### src/hw/rtl/triple_crc16_odd_even_core_assert.svh
// assertion macros shared by the triple crc16 core
`ifndef TRIPLE_CRC16_ODD_EVEN_CORE_ASSERT_SVH
`define TRIPLE_CRC16_ODD_EVEN_CORE_ASSERT_SVH

// same-cycle implication, sampled on clk, off during reset
`define TC16_ASSERT_NOW(lbl, ante, cons, msg) \
    lbl: assert property (@(posedge clk) disable iff (!rst_n) (ante) |-> (cons)) \
        else $error(msg);

// next-cycle implication, sampled on clk, off during reset
`define TC16_ASSERT_NEXT(lbl, ante, cons, msg) \
    lbl: assert property (@(posedge clk) disable iff (!rst_n) (ante) |=> (cons)) \
        else $error(msg);

`endif

### src/hw/rtl/tc16_pkg.sv
// types, nibble tables and crc update function for the triple crc16 core
package tc16_pkg;

    // one input word
    typedef struct packed {
        logic [7:0] data_byte;
        logic       first_byte;
        logic       last_byte;
    } byte_word_t;

    // one result word
    typedef struct packed {
        logic [15:0] crc_all;
        logic [15:0] crc_odd;
        logic [15:0] crc_even;
    } crc_word_t;

    // contents of the input register
    typedef struct packed {
        logic       valid;
        byte_word_t word;
    } in_hold_t;

    // per-cycle pipeline control
    typedef struct packed {
        logic take;   // held word is consumed by the crc unit this cycle
        logic load;   // result register captures a new result this cycle
    } step_ctrl_t;

    localparam logic [15:0] NIB_HIGH [16] = '{
        16'h0000, 16'hCC01, 16'hD801, 16'h1400, 16'hF001, 16'h3C00, 16'h2800, 16'hE401,
        16'hA001, 16'h6C00, 16'h7800, 16'hB401, 16'h5000, 16'h9C01, 16'h8801, 16'h4400
    };

    localparam logic [15:0] NIB_LOW [16] = '{
        16'h0000, 16'hC0C1, 16'hC181, 16'h0140, 16'hC301, 16'h03C0, 16'h0280, 16'hC241,
        16'hC601, 16'h06C0, 16'h0780, 16'hC741, 16'h0500, 16'hC5C1, 16'hC481, 16'h0440
    };

    // reflected crc16 (poly 0xA001) byte step using two nibble tables
    function automatic logic [15:0] crc_update(input logic [15:0] crc, input logic [7:0] b);
        logic [15:0] x;
        x = crc ^ {8'h00, b};
        return {8'h00, x[15:8]} ^ NIB_LOW[x[3:0]] ^ NIB_HIGH[x[7:4]];
    endfunction

endpackage

### src/hw/rtl/tc16_in_stage.sv
// input register holding one byte word ahead of the crc unit
module tc16_in_stage (
    input  logic               clk,
    input  logic               rst_n,
    input  logic               byte_valid,
    output logic               byte_ready,
    input  tc16_pkg::byte_word_t byte_data,
    input  tc16_pkg::step_ctrl_t ctrl,
    output tc16_pkg::in_hold_t   held
);
    import tc16_pkg::*;

    logic       valid_reg;
    logic       valid_next;
    byte_word_t word_reg;

    // room when empty or when the held word leaves this cycle
    assign byte_ready = !valid_reg || ctrl.take;
    assign valid_next = byte_valid || (valid_reg && !ctrl.take);

    // valid flag
    always_ff @(posedge clk or negedge rst_n)
    begin
        if (!rst_n)
        begin
            valid_reg <= 1'b0;
        end
        else
        begin
            valid_reg <= valid_next;
        end
    end

    // payload
    always_ff @(posedge clk)
    begin
        if (byte_valid && byte_ready)
        begin
            word_reg <= byte_data;
        end
    end

    assign held.valid = valid_reg;
    assign held.word  = word_reg;

endmodule

### src/hw/rtl/tc16_crc_unit.sv
// running crc state for all, odd and even bytes with one-byte update
module tc16_crc_unit (
    input  logic                 clk,
    input  logic                 rst_n,
    input  tc16_pkg::in_hold_t   held,
    input  tc16_pkg::step_ctrl_t ctrl,
    output tc16_pkg::crc_word_t  result
);
    import tc16_pkg::*;

    logic [15:0] sum_all_reg;
    logic [15:0] sum_odd_reg;
    logic [15:0] sum_even_reg;
    logic        parity_reg;
    logic [15:0] sum_all_next;
    logic [15:0] sum_odd_next;
    logic [15:0] sum_even_next;
    logic        parity_next;
    logic [15:0] base_all;
    logic [15:0] base_odd;
    logic [15:0] base_even;
    logic        base_parity;

    // start flag clears state before the byte is added
    always_comb
    begin
        if (held.word.first_byte)
        begin
            base_all    = 16'h0000;
            base_odd    = 16'h0000;
            base_even   = 16'h0000;
            base_parity = 1'b0;
        end
        else
        begin
            base_all    = sum_all_reg;
            base_odd    = sum_odd_reg;
            base_even   = sum_even_reg;
            base_parity = parity_reg;
        end
    end

    // byte update, odd/even steered by parity
    always_comb
    begin
        sum_all_next  = crc_update(base_all, held.word.data_byte);
        sum_odd_next  = base_odd;
        sum_even_next = base_even;
        if (!base_parity)
        begin
            sum_odd_next = crc_update(base_odd, held.word.data_byte);
        end
        else
        begin
            sum_even_next = crc_update(base_even, held.word.data_byte);
        end
        parity_next = !base_parity;
    end

    // state registers
    always_ff @(posedge clk or negedge rst_n)
    begin
        if (!rst_n)
        begin
            sum_all_reg  <= 16'h0000;
            sum_odd_reg  <= 16'h0000;
            sum_even_reg <= 16'h0000;
            parity_reg   <= 1'b0;
        end
        else if (ctrl.take)
        begin
            sum_all_reg  <= sum_all_next;
            sum_odd_reg  <= sum_odd_next;
            sum_even_reg <= sum_even_next;
            parity_reg   <= parity_next;
        end
    end

    assign result.crc_all  = sum_all_next;
    assign result.crc_odd  = sum_odd_next;
    assign result.crc_even = sum_even_next;

endmodule

### src/hw/rtl/tc16_out_stage.sv
// result register driving the crc output channel
module tc16_out_stage (
    input  logic                 clk,
    input  logic                 rst_n,
    input  tc16_pkg::step_ctrl_t ctrl,
    input  tc16_pkg::crc_word_t  result,
    output logic                 room,
    output logic                 crc_valid,
    input  logic                 crc_ready,
    output tc16_pkg::crc_word_t  crc_data
);
    import tc16_pkg::*;

    logic      valid_reg;
    logic      valid_next;
    crc_word_t word_reg;

    // free when empty or being drained this cycle
    assign room       = !valid_reg || crc_ready;
    assign valid_next = ctrl.load || (valid_reg && !crc_ready);

    // valid flag
    always_ff @(posedge clk or negedge rst_n)
    begin
        if (!rst_n)
        begin
            valid_reg <= 1'b0;
        end
        else
        begin
            valid_reg <= valid_next;
        end
    end

    // payload
    always_ff @(posedge clk)
    begin
        if (ctrl.load)
        begin
            word_reg <= result;
        end
    end

    assign crc_valid = valid_reg;
    assign crc_data  = word_reg;

endmodule

### src/hw/rtl/triple_crc16_odd_even_core.sv
// top level of the triple crc16 (all, odd, even bytes) checker
// Usage:
//   byte channel (byte_valid/byte_ready/byte_data) takes one word per cycle while byte_ready is high:
//   a data byte plus first and last flags. first clears all three crcs and
//   the odd/even parity before its byte is added; last makes a result.
//   crc channel (crc_valid/crc_ready/crc_data) gives crc_all, crc_odd and
//   crc_even after each word marked last; other words give no result.
// Timing:
//   one word per cycle while no last word waits for the busy output register;
//   a word sits in the input register while the table-driven byte update runs,
//   and a result is registered in the output register that drives crc_valid.
// Reset:
//   rst_n clears both valid flags, the three crcs and the parity; words
//   without a preceding first flag continue from zero.
// Stall:
//   a result waits in the output register until taken; words not marked
//   last keep flowing meanwhile, and a last word holds in the input register
//   (dropping byte_ready) only while the previous result is still waiting.
module triple_crc16_odd_even_core (
    input  logic                 clk,
    input  logic                 rst_n,
    input  logic                 byte_valid,
    output logic                 byte_ready,
    input  tc16_pkg::byte_word_t byte_data,
    output logic                 crc_valid,
    input  logic                 crc_ready,
    output tc16_pkg::crc_word_t  crc_data
);
    import tc16_pkg::*;

    in_hold_t   held;
    step_ctrl_t ctrl;
    crc_word_t  result;
    logic       room;

    // advance the held word unless it needs the busy result register
    assign ctrl.take = held.valid && (!held.word.last_byte || room);
    assign ctrl.load = ctrl.take && held.word.last_byte;

    tc16_in_stage u_in_stage (
        .clk        (clk),
        .rst_n      (rst_n),
        .byte_valid (byte_valid),
        .byte_ready (byte_ready),
        .byte_data  (byte_data),
        .ctrl       (ctrl),
        .held       (held)
    );

    tc16_crc_unit u_crc_unit (
        .clk    (clk),
        .rst_n  (rst_n),
        .held   (held),
        .ctrl   (ctrl),
        .result (result)
    );

    tc16_out_stage u_out_stage (
        .clk       (clk),
        .rst_n     (rst_n),
        .ctrl      (ctrl),
        .result    (result),
        .room      (room),
        .crc_valid (crc_valid),
        .crc_ready (crc_ready),
        .crc_data  (crc_data)
    );

    // checks
`include "triple_crc16_odd_even_core_assert.svh"

    `TC16_ASSERT_NOW(a_load_only_last, ctrl.load, held.valid && held.word.last_byte, "result loaded from a word not marked last")
    `TC16_ASSERT_NEXT(a_held_word_kept, held.valid && !ctrl.take, held.valid && $stable(held.word), "held word changed before it was consumed")
    `TC16_ASSERT_NOW(a_ready_when_out_empty, !crc_valid, byte_ready, "input stalled with an empty result register")

endmodule
### config.mk
export PLATFORM = sky130hd
export DESIGN_NAME = triple_crc16_odd_even_core
export DESIGN_NICKNAME = d
export VERILOG_FILES = /design/src/hw/rtl/tc16_pkg.sv /design/src/hw/rtl/tc16_in_stage.sv /design/src/hw/rtl/tc16_crc_unit.sv /design/src/hw/rtl/tc16_out_stage.sv /design/src/hw/rtl/triple_crc16_odd_even_core.sv
export VERILOG_INCLUDE_DIRS = /design/src /design/src/hw/rtl
export SDC_FILE = /design/constraint.sdc
export NUM_CORES = 1
export LEC_CHECK = 0
export BUFFER_PORTS_ARGS = -buffer_cell sky130_fd_sc_hd__buf_2
export CAP_MARGIN = 5
export CORE_UTILIZATION = 58
export DETAILED_ROUTE_END_ITERATION = 7
export PLACE_DENSITY_LB_ADDON = 0.08
export SYNTH_ARGS = -nofsm -noshare
export SYNTH_HDL_FRONTEND = slang
export SYNTH_SLANG_ARGS = --single-unit
### constraint.sdc
create_clock -name clk -period 2.8 [get_ports clk]
set_input_delay 0.7 -clock clk [delete_from_list [all_inputs] [get_ports clk]]
set_output_delay 0.7 -clock clk [all_outputs]
set_load 0.005 [all_outputs]
Word-level counts from Yosys, hierarchy flattened
Memories as Yosys holds them, arrays and structs flattened. Cells that the tools add are included.

Bits in registers: 109. Bits in latches: 0. Memories: 6. Output and inout bits: 50. Logic and storage cells: 73. Bits in writable memories: 0. Input bits: 14. Memory bits (read-only): 1536.

Memories: (name not given) (depth 16, width 16, rd ports 1, clocked after Yosys merged registers in 0, wr ports 0, line tc16_pkg.sv:44) `return {8'h00, x[15:8]} ^ NIB_LOW[x[3:0]] ^ NIB_HIGH[x[7:4]];`; (name not given) (depth 16, width 16, rd ports 1, clocked after Yosys merged registers in 0, wr ports 0, line tc16_pkg.sv:44); (name not given) (depth 16, width 16, rd ports 1, clocked after Yosys merged registers in 0, wr ports 0, line tc16_pkg.sv:44); (name not given) (depth 16, width 16, rd ports 1, clocked after Yosys merged registers in 0, wr ports 0, line tc16_pkg.sv:44); (name not given) (depth 16, width 16, rd ports 1, clocked after Yosys merged registers in 0, wr ports 0, line tc16_pkg.sv:44); (name not given) (depth 16, width 16, rd ports 1, clocked after Yosys merged registers in 0, wr ports 0, line tc16_pkg.sv:44).

Reductions and logical operators: 16. Divide/modulo/power cells: 0. Bitwise operators: 15. Order comparisons: 6. $add $sub $neg: 0. Multiplexer cells: 18. Eq/ne operators: 0. $mul: 0. Shift-type cells: 0.

Operators with widths (count): 16-bit two-way mux (17); 16-bit bitwise XOR (3); 16-bit by 8-bit bitwise XOR with 16-bit output (3); 8-bit by 16-bit bitwise XOR with 16-bit output (3); 5-bit >= comparator, second input constant (6); 4-bit inverter with 5-bit output (6); 1-bit logical NOT (6); 1-bit logical AND (5); 1-bit logical OR (5); 1-bit two-way mux (1).

Depth between registers and ports, before layout
Gate-level depths: netlist (run 1).

Depth after elaboration: 9. Gate-level depth with buffers: 8. Gate-level depth less buffers: 7.

By module
Synthesis (run 1) repeated with hierarchy kept, for this count alone.

Cell total of the unflattened synthesis: 423. Area, all modules: 5195.0 um2.

By module, submodules not included: tc16_crc_unit (cells each 354, area each 3325.7 um2, seq. area each 1226.2 um2, instances 1); tc16_out_stage (cells each 51, area each 1488.9 um2, seq. area each 1466.4 um2, instances 1); tc16_in_stage (cells each 15, area each 361.6 um2, seq. area each 325.3 um2, instances 1); triple_crc16_odd_even_core (cells each 3, area each 18.8 um2, seq. area each 0.0 um2, instances 1).

Worst setup path after synthesis (run 1)
OpenSTA, ideal clock, no wires.

Kind: input to register. Start: input port crc_ready. End: register u_out_stage.word_reg, in the netlist u_out_stage.crc_data[0], enable pin. Arrival: 2040 ps. Stages: 3. Slack: 349 ps. Cells stage by stage: nor2b_1 nand2_1 and3_1.

RTL lines: start: declaration (line triple_crc16_odd_even_core.sv:26) `input logic crc_ready,`; end signal: assignment (line tc16_out_stage.sv:40) `word_reg <= result;`; end: declaration (line tc16_out_stage.sv:16) `crc_word_t word_reg;`.

Final worst setup path (run 1)
Start: register u_in_stage.word_reg, in the netlist u_in_stage.held[1]. End: register u_crc_unit.sum_odd_reg[0].

Word-level cells in the longest chain between the ends: 9. Elaborated cells on any way between the ends: 14.

Ends and longest elaborated chain: start: declaration (line tc16_in_stage.sv:15) `byte_word_t word_reg;`; start signal: assignment (line tc16_in_stage.sv:39) `word_reg <= byte_data;`; 16-bit two-way mux (line tc16_crc_unit.sv:27) `if (held.word.first_byte)`; 16-bit by 8-bit bitwise XOR with 16-bit output (line tc16_pkg.sv:43) `x = crc ^ {8'h00, b};`; 4-bit inverter with 5-bit output (not written as such) (line tc16_pkg.sv:44); memory read 16 x 16 bit; 16-bit two-way mux (not written as such) (2 in series) (line tc16_pkg.sv:44); 8-bit by 16-bit bitwise XOR with 16-bit output (line tc16_pkg.sv:44); 16-bit bitwise XOR (line tc16_pkg.sv:44); 16-bit two-way mux (*) (line tc16_crc_unit.sv:49) `if (!base_parity)`; end signal: assignment (line tc16_crc_unit.sv:73) `sum_odd_reg <= sum_odd_next;`; end: declaration (line tc16_crc_unit.sv:12) `logic [15:0] sum_odd_reg;`.

Every way passes the cells marked *; elsewhere a longest branch is shown, timed or not. The select of a mux whose other input is x is not followed. A chain may end at the register's enable or synchronous reset.

==> metrics.csv, run 1 <==
stage,metric,value,unit
yosys,"EDFF count, synth",58,
flow_run,max-cap violation count,0,
cells_and_area,final non-filler cell total,643,
grt,pin count of the biggest net entering global routing,52,
setup_path,worst setup path class,flop to flop,
setup_path,worst path cell trace,buf_4 > nor2_1 > xnor3_1 > xnor3_2 > mux2i_4 > mux2i_1 > a2bb2oi_2,
detailed_routing,1st-iter DRT viols,172,
setup_path,r2r startpoint,u_in_stage.held[1],
detailed_routing,Routed Antenna Nets,0,
cells_and_area,max FFs per register,48,
yosys,synthesized area,5250,sq um
timing,max-slew violations,0,
power_and_ir_drop,power per standard cell area,903,nW/um^2
grt,first-pass GRT wire length,17.5,mm
detailed_routing,vias per inst,5.40,
floorplan,height of the die,97.1,um
detailed_routing,total number of vias,3471,
clock_tree,H-tree levels,3,
setup_path,critical path data required time,3.06,ns
yosys,ys async rst share,46.8,%
yosys,Syn Area/Cell,11.3,sq um
yosys,register area share after synthesis,57.5,%
grt,met1 Use GR,32.6,%
grt,global route hottest layer,met2,
timing,worst slew pin tran,0.693,ns
place,Detailed Place HPWL,7.43,mm
floorplan,Die W,97.1,um
detailed_routing,DRC viols,0,
timing,slew margin rel.,53.8,%
power_and_ir_drop,Peak VDD IR,0.624,mV
grt,number of global-route vias before repair,3426,
grt,met2 GRT Util,39.5,%
setup_path,"Max FO, Critical Path",12,
timing,fin crit share,88.9,%
grt,M3 GR Usage,4.53,%
floorplan,core area,8720,sq um
detailed_routing,final WL,10.6,mm
clock_tree,root buf cell,clkbuf_8,
setup_path,CP arrival,2.75,ns
timing,Tmin final,2.49,ns
floorplan,starting density of the core,60.1,%
clock_tree,Clock Sink Count,109,
detailed_routing,DR WL/cell,16.4,um
cells_and_area,share of cells above drive strength 1,22.8,%
yosys,top_reg_cell synth,edfxtp_1,
setup_path,family with the most delay on the worst path,XOR/XNOR gates,
grt,initial antenna violation count,0,
floorplan,row count,34,
setup_path,Worst Reg-to-Reg Cells,7,
place,PortBufs,63,
cells_and_area,ant diodes,0,
timing,final setup fails,0,
timing,Max Fclk,402,MHz
timing,RSZ-0062 raised after global routing,no,
floorplan,die area,9430,sq um
cells_and_area,Final Util,68.1,%
clock_tree,TritonCTS clock tree,done,
clock_tree,cts-stage hold buffer count,0,
cells_and_area,layout net count,544,
cells_and_area,Area Growth Syn to Fin,13.3,%
grt,Overflow after GRT,0,
timing,Clock Skews,0.0176,ns
yosys,Cells after Synth,463,
yosys,syn nets,477,
yosys,Synth cell types,38,
clock_tree,cts repair resizes,0,
status,outcome,finished clean,
setup_path,Worst setup SP type,flop,
clock_tree,CTS Buf Count,9,
yosys,synthesized flop and latch total,109,
place,cell count after placement,627,
detailed_routing,Pre-antenna DRT Iters,5,
floorplan,I/O pin count,64,
yosys,warnings from Yosys,0,
place,GP Congestion,0.886,
clock_tree,clk buf depth,2,
grt,Total GRT Usage,23.9,%
setup_path,CP max stage delay,0.60,ns
setup_path,CP Capture Type,flop,
setup_path,Worst Path Buf+Inv,1,
setup_path,R2R Path End,u_crc_unit.sum_odd_reg[0],
setup_path,slowest CP cell,edfxtp_1,
clock_tree,clk slew on worst S/H paths,0.11,ns
worst_hold_path,Min-Delay Path Class,input port to asynchronous set/reset pin,
setup_path,FF-to-FF setup slack,0.31,ns
power_and_ir_drop,Pleak,2.57,nW
clock_tree,Post-CTS Setup Repair Bufs,0,
timing,setup TNS,0,ns
clock_tree,worst skew pair latency,0.37,ns
timing,final hold violations,0,
-- layer usage --
layer  vias to the layer above  wire [um]
met4                         0        174
met3                        12        484
met5                         -          0
li1                       1676          -
met1                      1685       4600
met2                        98       5320
-- cell families (layout without fill, tap and decap cells) --
kind of cell | after synthesis | in the layout | share of synthesized area, %
multiplexers | 27 | 27 | 5.65
AND/OR/NAND/NOR | 193 | 193 | 15.6
AO/OA/AOI/OAI | 40 | 40 | 4.53
buffers and inverters | 25 | 97 | 2.00
flip-flops | 109 | 109 | 57.5
XOR/XNOR | 69 | 69 | 14.7
-- layout make-up --
cell class / count / area (sq um)
sequential: 109 / 3020
fill: 646 / 2780
multi-input combinational: 329 / 2120
timing repair buffer: 79 / 448
clock buffer: 12 / 178
tap: 108 / 135
clock inverter: 4 / 33.8
inverter: 2 / 7.51
-- report_power, final --
part | leakage [nW] | internal, W | switching [W]
sequential | 1.20 | 0.00215 | 0.000282
clock | 0.104 | 0.000441 | 0.000543
combinational | 1.27 | 0.000984 | 0.000968
-- cell usage after synthesis, types with 10 or more instances --
library cell	number	share of area, %
dfrtp_1	51	24
xnor2_2	10	3.1
a21oi_1	12	1.1
nand2_1	98	7.0
mux2_2	11	2.4
edfxtp_1	58	33
nor2b_1	12	1.4
xnor2_1	46	7.7
mux2i_1	15	2.9
nor2_1	56	4.0
clkbuf_1	11	0.79
o21ai_0	15	1.4
-- layout by cell type, fill, tap and decap left out, types with 2 or more instances in the layout --
| cell type | Yosys | layout |
|---|---|---|
| a211oi_1 | 2 | 2 |
| a21oi_1 | 12 | 12 |
| and2_1 | 5 | 5 |
| buf_2 | 6 | 63 |
| buf_4 | 1 | 15 |
| clkbuf_16 | 0 | 2 |
| clkbuf_8 | 0 | 9 |
| dfrtp_1 | 51 | 51 |
| edfxtp_1 | 58 | 58 |
| inv_1 | 2 | 2 |
| inv_6 | 0 | 2 |
| mux2_2 | 11 | 11 |
| mux2i_1 | 15 | 15 |
| nand2_1 | 98 | 98 |
| nand2b_1 | 8 | 8 |
| nand3_1 | 4 | 4 |
| nand4_1 | 2 | 2 |
| nor2_1 | 56 | 56 |
| nor2b_1 | 12 | 12 |
| nor3_1 | 3 | 3 |
| nor3b_1 | 2 | 2 |
| o21a_1 | 3 | 3 |
| o21ai_0 | 15 | 15 |
| o21bai_1 | 2 | 2 |
| o31ai_1 | 2 | 2 |
| xnor2_1 | 46 | 46 |
| xnor2_2 | 10 | 10 |
| xnor3_1 | 3 | 3 |
| xnor3_2 | 2 | 2 |
| xor2_1 | 7 | 7 |
-- metrics by stage --
| step | total power, W | area (sq um) | hold WS [ns] | setup slack (ns) |
|---|---|---|---|---|
| 2_1_floorplan | 0.00391 | 5250 | 0.404 | 0.349 |
| 3_3_place_gp | 0.00435 | 5730 | 0.450 | 0.414 |
| 3_5_place_dp | 0.00441 | 5730 | 0.455 | 0.337 |
| 4_1_cts | 0.00539 | 5940 | 0.461 | 0.306 |
| 5_1_grt | 0.00569 | 5940 | 0.471 | 0.170 |
| 6_report | 0.00536 | 5940 | 0.438 | 0.309 |
-- worst max path at each step --
stage | endpoint | cells after the start | from
global route | u_crc_unit.sum_odd_reg[0] | 7 | u_in_stage.held[1]
detailed placement | u_crc_unit.sum_odd_reg[0] | 7 | u_in_stage.held[1]
floorplan | u_out_stage.crc_data[0] | 3 | crc_ready
finish | u_crc_unit.sum_odd_reg[0] | 7 | u_in_stage.held[1]
CTS | u_crc_unit.sum_odd_reg[0] | 7 | u_in_stage.held[1]
global placement | u_crc_unit.sum_odd_reg[0] | 7 | u_in_stage.held[1]
(Power assumes the default switching activity.)
==> inputs of run 2 (changes only) <==
--- a/config.mk
+++ b/config.mk
@@ -10,7 +10,9 @@
 export CAP_MARGIN = 5
 export CORE_UTILIZATION = 58
 export DETAILED_ROUTE_END_ITERATION = 7
+export MAX_ROUTING_LAYER = met4
 export PLACE_DENSITY_LB_ADDON = 0.08
+export SETUP_SLACK_MARGIN = 0.5
 export SYNTH_ARGS = -nofsm -noshare
 export SYNTH_HDL_FRONTEND = slang
 export SYNTH_SLANG_ARGS = --single-unit
==> metrics.csv, run 2 (synthesis gave the netlist of run 1 again) <==
stage,metric,value,unit,change
status,outcome,finished clean,,
detailed_routing,DR WL/cell,17.5,um,+6.3%
clock_tree,worst skew pair latency,0.38,ns,about the same
floorplan,height of the die,97.1,um,unchanged
place,PortBufs,63,,unchanged
floorplan,Die W,97.1,um,unchanged
timing,final hold violations,0,,unchanged
floorplan,die area,9430,sq um,unchanged
setup_path,"Max FO, Critical Path",6,,-6
grt,number of global-route vias before repair,3603,,+5.2%
timing,RSZ-0062 raised after global routing,yes,,
cells_and_area,max FFs per register,48,,unchanged
setup_path,critical path data required time,2.93,ns,-0.13 ns
clock_tree,cts-stage hold buffer count,0,,unchanged
cells_and_area,"commonest non-fill, non-tap cell in the layout",nand2_1,,
grt,initial antenna violation count,0,,unchanged
place,GP Congestion,0.860,,-2.8%
timing,worst slew pin tran,1.13,ns,+0.441 ns
clock_tree,clk buf depth,2,,unchanged
floorplan,starting density of the core,60.1,%,unchanged
detailed_routing,1st-iter DRT viols,192,,+12%
detailed_routing,Routed Antenna Nets,0,,unchanged
timing,max-slew violations,0,,unchanged
detailed_routing,total number of vias,3664,,+5.6%
floorplan,core area,8720,sq um,unchanged
cells_and_area,ant diodes,0,,unchanged
timing,final setup fails,0,,unchanged
detailed_routing,final WL,11.7,mm,+10%
grt,pin count of the biggest net entering global routing,52,,unchanged
grt,met2 GRT Util,40.7,%,+1.1 points
detailed_routing,DRC viols,0,,unchanged
timing,setup TNS,0,ns,unchanged
timing,Tmin final,2.31,ns,-0.184 ns
timing,Clock Skews,0.0173,ns,-0.000320 ns
timing,slew margin rel.,24.4,%,-29 points
power_and_ir_drop,Peak VDD IR,0.520,mV,-17%
floorplan,I/O pin count,64,,unchanged
detailed_routing,Pre-antenna DRT Iters,4,,-1
place,pre-CTS WS,0.391,ns,+0.0535 ns
clock_tree,root buf cell,clkbuf_8,,
grt,first-pass GRT wire length,18.3,mm,+4.7%
cells_and_area,most frequent cells in the layout,"nand2_1, buf_2, edfxtp_1",,
power_and_ir_drop,power per standard cell area,885,nW/um^2,-2.0%
setup_path,Worst setup SP type,flop,,
worst_hold_path,Min-Delay Path Class,input port to asynchronous set/reset pin,,
timing,Max Fclk,434,MHz,+8.0%
floorplan,row count,34,,unchanged
cells_and_area,layout net count,569,,+4.6%
grt,global route hottest layer,met2,,
clock_tree,TritonCTS clock tree,done,,
cells_and_area,share of cells above drive strength 1,30.0,%,+7.2 points
timing,fin crit share,82.4,%,-6.6 points
cells_and_area,Final Util,73.5,%,+5.3 points
clock_tree,CTS Buf Count,9,,unchanged
clock_tree,H-tree levels,3,,unchanged
cells_and_area,Area Growth Syn to Fin,22.1,%,
grt,Overflow after GRT,0,,unchanged
setup_path,worst setup path class,flop to flop,,
setup_path,CP arrival,2.44,ns,-0.31 ns
grt,met1 Use GR,33.7,%,+1.1 points
clock_tree,clk slew on worst S/H paths,0.12,ns,about the same
flow_run,max-cap violation count,0,,unchanged
detailed_routing,vias per inst,5.49,,+1.6%
timing,final worst slack,0.494,ns,+0.184 ns
grt,Total GRT Usage,26.1,%,+2.2 points
power_and_ir_drop,Pleak,2.80,nW,+9.0%
place,Detailed Place HPWL,7.21,mm,-2.9%
setup_path,CP Capture Type,flop,,
grt,M3 GR Usage,4.68,%,+0.14 points
clock_tree,Clock Sink Count,109,,unchanged
[run 2: metrics by stage]
step                hold slack, ns  power [W]  std cells  area, sq um
floorplan                    0.404    0.00391        463         5250
global placement             0.453    0.00436        622         5710
detailed placement           0.459    0.00441        622         5710
CTS                          0.461    0.00547        657         6210
global route                 0.478    0.00596        668         6410
finish                       0.451    0.00567        668         6410
[run 2: timing repair]
action	4_1_cts	5_1_grt
buffers inserted	16	11
setup endpoints to repair	6	6
pin swaps	2	8
resized for setup	13	20
gates cloned	3	0
[run 2: routing by layer]
metal | wire (um) | vias up
met4 | 414 | 0
met1 | 4820 | 1770
li1 | - | 1727
met5 | 0 | -
met2 | 5680 | 134
met3 | 770 | 33
[run 2: report_power, final]
group          internal [W]  switching (W)
Sequential          0.00215       0.000281
Combinational       0.00119        0.00110
Clock              0.000373       0.000578
[run 2: layout make-up]
cell class,instances,area [sq um]
fill,590,2310
timing repair buffer,104,744
clock inverter,6,60.1
inverter,2,7.51
multi-input combinational,329,2300
clock buffer,10,138
sequential,109,3020
tap,108,135
[run 2: path summary, 6_finish.rpt]
path | startpoint | end | slack [ns] | depth (start not counted)
max | u_in_stage.held[1] | u_out_stage.crc_data[0] | 0.49 | 8
min in group clk | u_crc_unit.sum_all_reg[11] | u_crc_unit.sum_all_reg[11] | 0.48 | 2
min reg2reg | u_crc_unit.sum_all_reg[11] | u_crc_unit.sum_all_reg[11] | 0.48 | 2
min | rst_n | u_crc_unit.sum_odd_reg[0] | 0.45 | 2
max in group asynchronous | rst_n | u_crc_unit.sum_even_reg[15] | 1.89 | 2
max reg2reg | u_in_stage.held[1] | u_out_stage.crc_data[0] | 0.49 | 8
[run 2: critical path, cell delays in order (launching register included)]
cell,delay [ns]
edfxtp_1,0.49
buf_8,0.18
nor2b_4,0.12
xnor2_2,0.13
xnor3_1,0.24
xnor3_2,0.46
xnor2_4,0.20
xnor2_2,0.15
a211oi_2,0.08
==> inputs of run 3 (changes only) <==
==> constraint.sdc (replaced) <==
create_clock -name clk -period 2.4 [get_ports clk]
set_input_delay 0.6 -clock clk [delete_from_list [all_inputs] [get_ports clk]]
set_output_delay 0.6 -clock clk [all_outputs]
set_load 0.005 [all_outputs]
==> metrics.csv, run 3 (synthesis gave the netlist of run 1 again) <==
stage,metric,value,unit,change
status,outcome,finished clean,,
clock_tree,CTS Buf Count,9,,unchanged
cells_and_area,"commonest non-fill, non-tap cell in the layout",nand2_1,,
cells_and_area,Multi-input gate area,2430,sq um,+5.5%
clock_tree,worst skew pair latency,0.38,ns,about the same
power_and_ir_drop,part of the power in registers,41.0,%,-1.9 points
cells_and_area,most frequent cells in the layout,"nand2_1, buf_2, edfxtp_1",,
grt,initial antenna violation count,0,,unchanged
clock_tree,clk buf depth,2,,unchanged
clock_tree,TritonCTS clock tree,done,,
timing,setup TNS,0,ns,unchanged
power_and_ir_drop,Sw Share,34.9,%,+0.34 points
timing,final setup fails,0,,unchanged
timing,Min Hold Slack,0.207,ns,-0.245 ns
setup_path,Worst setup SP type,flop,,
detailed_routing,Pre-antenna DRT Iters,5,,+1
clock_tree,Clock Sink Count,109,,unchanged
cells_and_area,fill cell count,567,,-3.9%
clock_tree,H-tree levels,3,,unchanged
detailed_routing,1st-iter DRT viols,186,,-3.1%
floorplan,core area,8720,sq um,unchanged
grt,pin count of the biggest net entering global routing,42,,-19%
setup_path,worst setup path class,flop to flop,,
cells_and_area,ant diodes,0,,unchanged
clock_tree,cts-stage hold buffer count,0,,unchanged
floorplan,row count,34,,unchanged
timing,final hold violations,0,,unchanged
detailed_routing,total number of vias,3711,,+1.3%
grt,number of global-route vias before repair,3557,,-1.3%
timing,max-slew violations,0,,unchanged
cells_and_area,max FFs per register,48,,unchanged
cells_and_area,share of cells above drive strength 1,34.9,%,+4.9 points
place,Detailed Place HPWL,7.40,mm,+2.5%
place,PortBufs,63,,unchanged
timing,fin crit share,95.4,%,+13 points
power_and_ir_drop,NetSw,0.00241,W,+23%
floorplan,Die W,97.1,um,unchanged
grt,first-pass GRT wire length,18.0,mm,-1.6%
setup_path,"Max FO, Critical Path",3,,-3
setup_path,critical path data required time,2.50,ns,-0.43 ns
cells_and_area,layout net count,588,,+3.3%
floorplan,die area,9430,sq um,unchanged
grt,Total GRT Usage,25.2,%,-0.87 points
floorplan,height of the die,97.1,um,unchanged
power_and_ir_drop,Pint,0.00449,W,+21%
power_and_ir_drop,Peak VDD IR,0.746,mV,+43%
detailed_routing,Routed Antenna Nets,0,,unchanged
timing,Max Fclk,437,MHz,+0.76%
timing,slew margin rel.,61.1,%,+37 points
floorplan,starting density of the core,60.1,%,unchanged
floorplan,I/O pin count,64,,unchanged
detailed_routing,DRC viols,0,,unchanged
detailed_routing,final WL,11.7,mm,about the same
timing,worst slew pin tran,0.584,ns,-0.550 ns
setup_path,CP arrival,2.39,ns,-0.05 ns
detailed_routing,DR WL/cell,17.0,um,-2.7%
setup_path,CP Capture Type,flop,,
cells_and_area,Sequential Area,3020,sq um,+0.12%
grt,Overflow after GRT,0,,unchanged
power_and_ir_drop,clock power share,15.5,%,-1.3 points
timing,RSZ-0062 raised after global routing,yes,,
detailed_routing,vias per inst,5.40,,-1.5%
cells_and_area,Area Growth Syn to Fin,26.0,%,
worst_hold_path,Min-Delay Path Class,input port to asynchronous set/reset pin,,
place,GP Congestion,0.865,,+0.55%
timing,Tmin final,2.29,ns,-0.0175 ns
clock_tree,root buf cell,clkbuf_8,,
flow_run,max-cap violation count,0,,unchanged
power_and_ir_drop,Gate power share,43.5,%,+3.1 points
power_and_ir_drop,Pleak,2.90,nW,+3.3%
timing,Clock Skews,0.0165,ns,-0.000798 ns
power_and_ir_drop,power per standard cell area,1040,nW/um^2,+18%
clock_tree,clk slew on worst S/H paths,0.11,ns,about the same
run 3: cell count changes in the layout (fill, tap and decap cells not counted), sizes merged:
cell    before  now
buf        100  123
bufbuf       3    0
clkbuf      11    9
inv          7    8
run 3: path summary, 6_finish.rpt:
| path | startpoint | end | slack [ns] | cells past startpoint |
|---|---|---|---|---|
| min in group clk | byte_data[0] | u_in_stage.held[0] | 0.39 | 1 |
| max in group asynchronous | rst_n | u_crc_unit.sum_odd_reg[3] | 1.61 | 2 |
| hold / removal | rst_n | u_crc_unit.sum_all_reg[11] | 0.21 | 1 |
| setup reg to reg | u_in_stage.held[6] | u_out_stage.crc_data[0] | 0.11 | 7 |
| setup / recovery | u_in_stage.held[6] | u_out_stage.crc_data[0] | 0.11 | 7 |
| hold reg to reg | u_crc_unit.sum_all_reg[11] | u_crc_unit.sum_all_reg[11] | 0.48 | 2 |
run 3: cell type report:
cell class                 instances  share of cell area [%]
clock buffer                       9                    1.87
clock inverter                     7                   0.927
inverter                           2                   0.114
timing repair buffer             123                    12.6
tap                              108                    2.04
multi-input combinational        329                    36.8
sequential                       109                    45.7
run 3: worst max-delay path, stage by stage, from the launching register on:
cell	delay (ns)
edfxtp_1	0.47
xnor2_2	0.21
inv_2	0.06
xnor3_1	0.37
xnor3_2	0.48
xnor2_4	0.21
xnor2_2	0.14
a211oi_1	0.08
run 3: through the flow:
step,cells,util [%],total power [W],area [sq um],setup slack (ns)
detailed placement,632,66.8,0.00517,5820,0.0847
CTS,667,72.4,0.00653,6320,0.174
global placement,632,66.8,0.00511,5820,0.172
global route,687,75.8,0.00727,6610,0.0477
finish,687,75.8,0.00690,6610,0.111
floorplan,463,-,0.00457,5270,0.273
run 3: layer usage:
layer  vias to the layer above  global-route usage (%)  part of all wire (%)
li1                       1761                       -                     -
met1                      1813                    32.5                    42
met2                       115                    41.7                    52
met3                        22                    4.75                   4.1
met4                         0                    6.20                   2.0
met5                         -                       -                     0
run 3: repair_timing:
action | CTS | global route
setup endpoints to repair | 26 | 28
gates resized for setup | 33 | 25
setup buffers | 19 | 20
pin swaps | 6 | 8
run 3: power by group through the flow:
stage	combinational (W)	sequential, W	clock (W)
after floorplan	0.00177	0.00280	0
after global placement	0.00227	0.00284	0
after detailed placement	0.00232	0.00285	0
after CTS	0.00263	0.00281	0.00109
after global routing	0.00325	0.00287	0.00115
final	0.00300	0.00283	0.00107
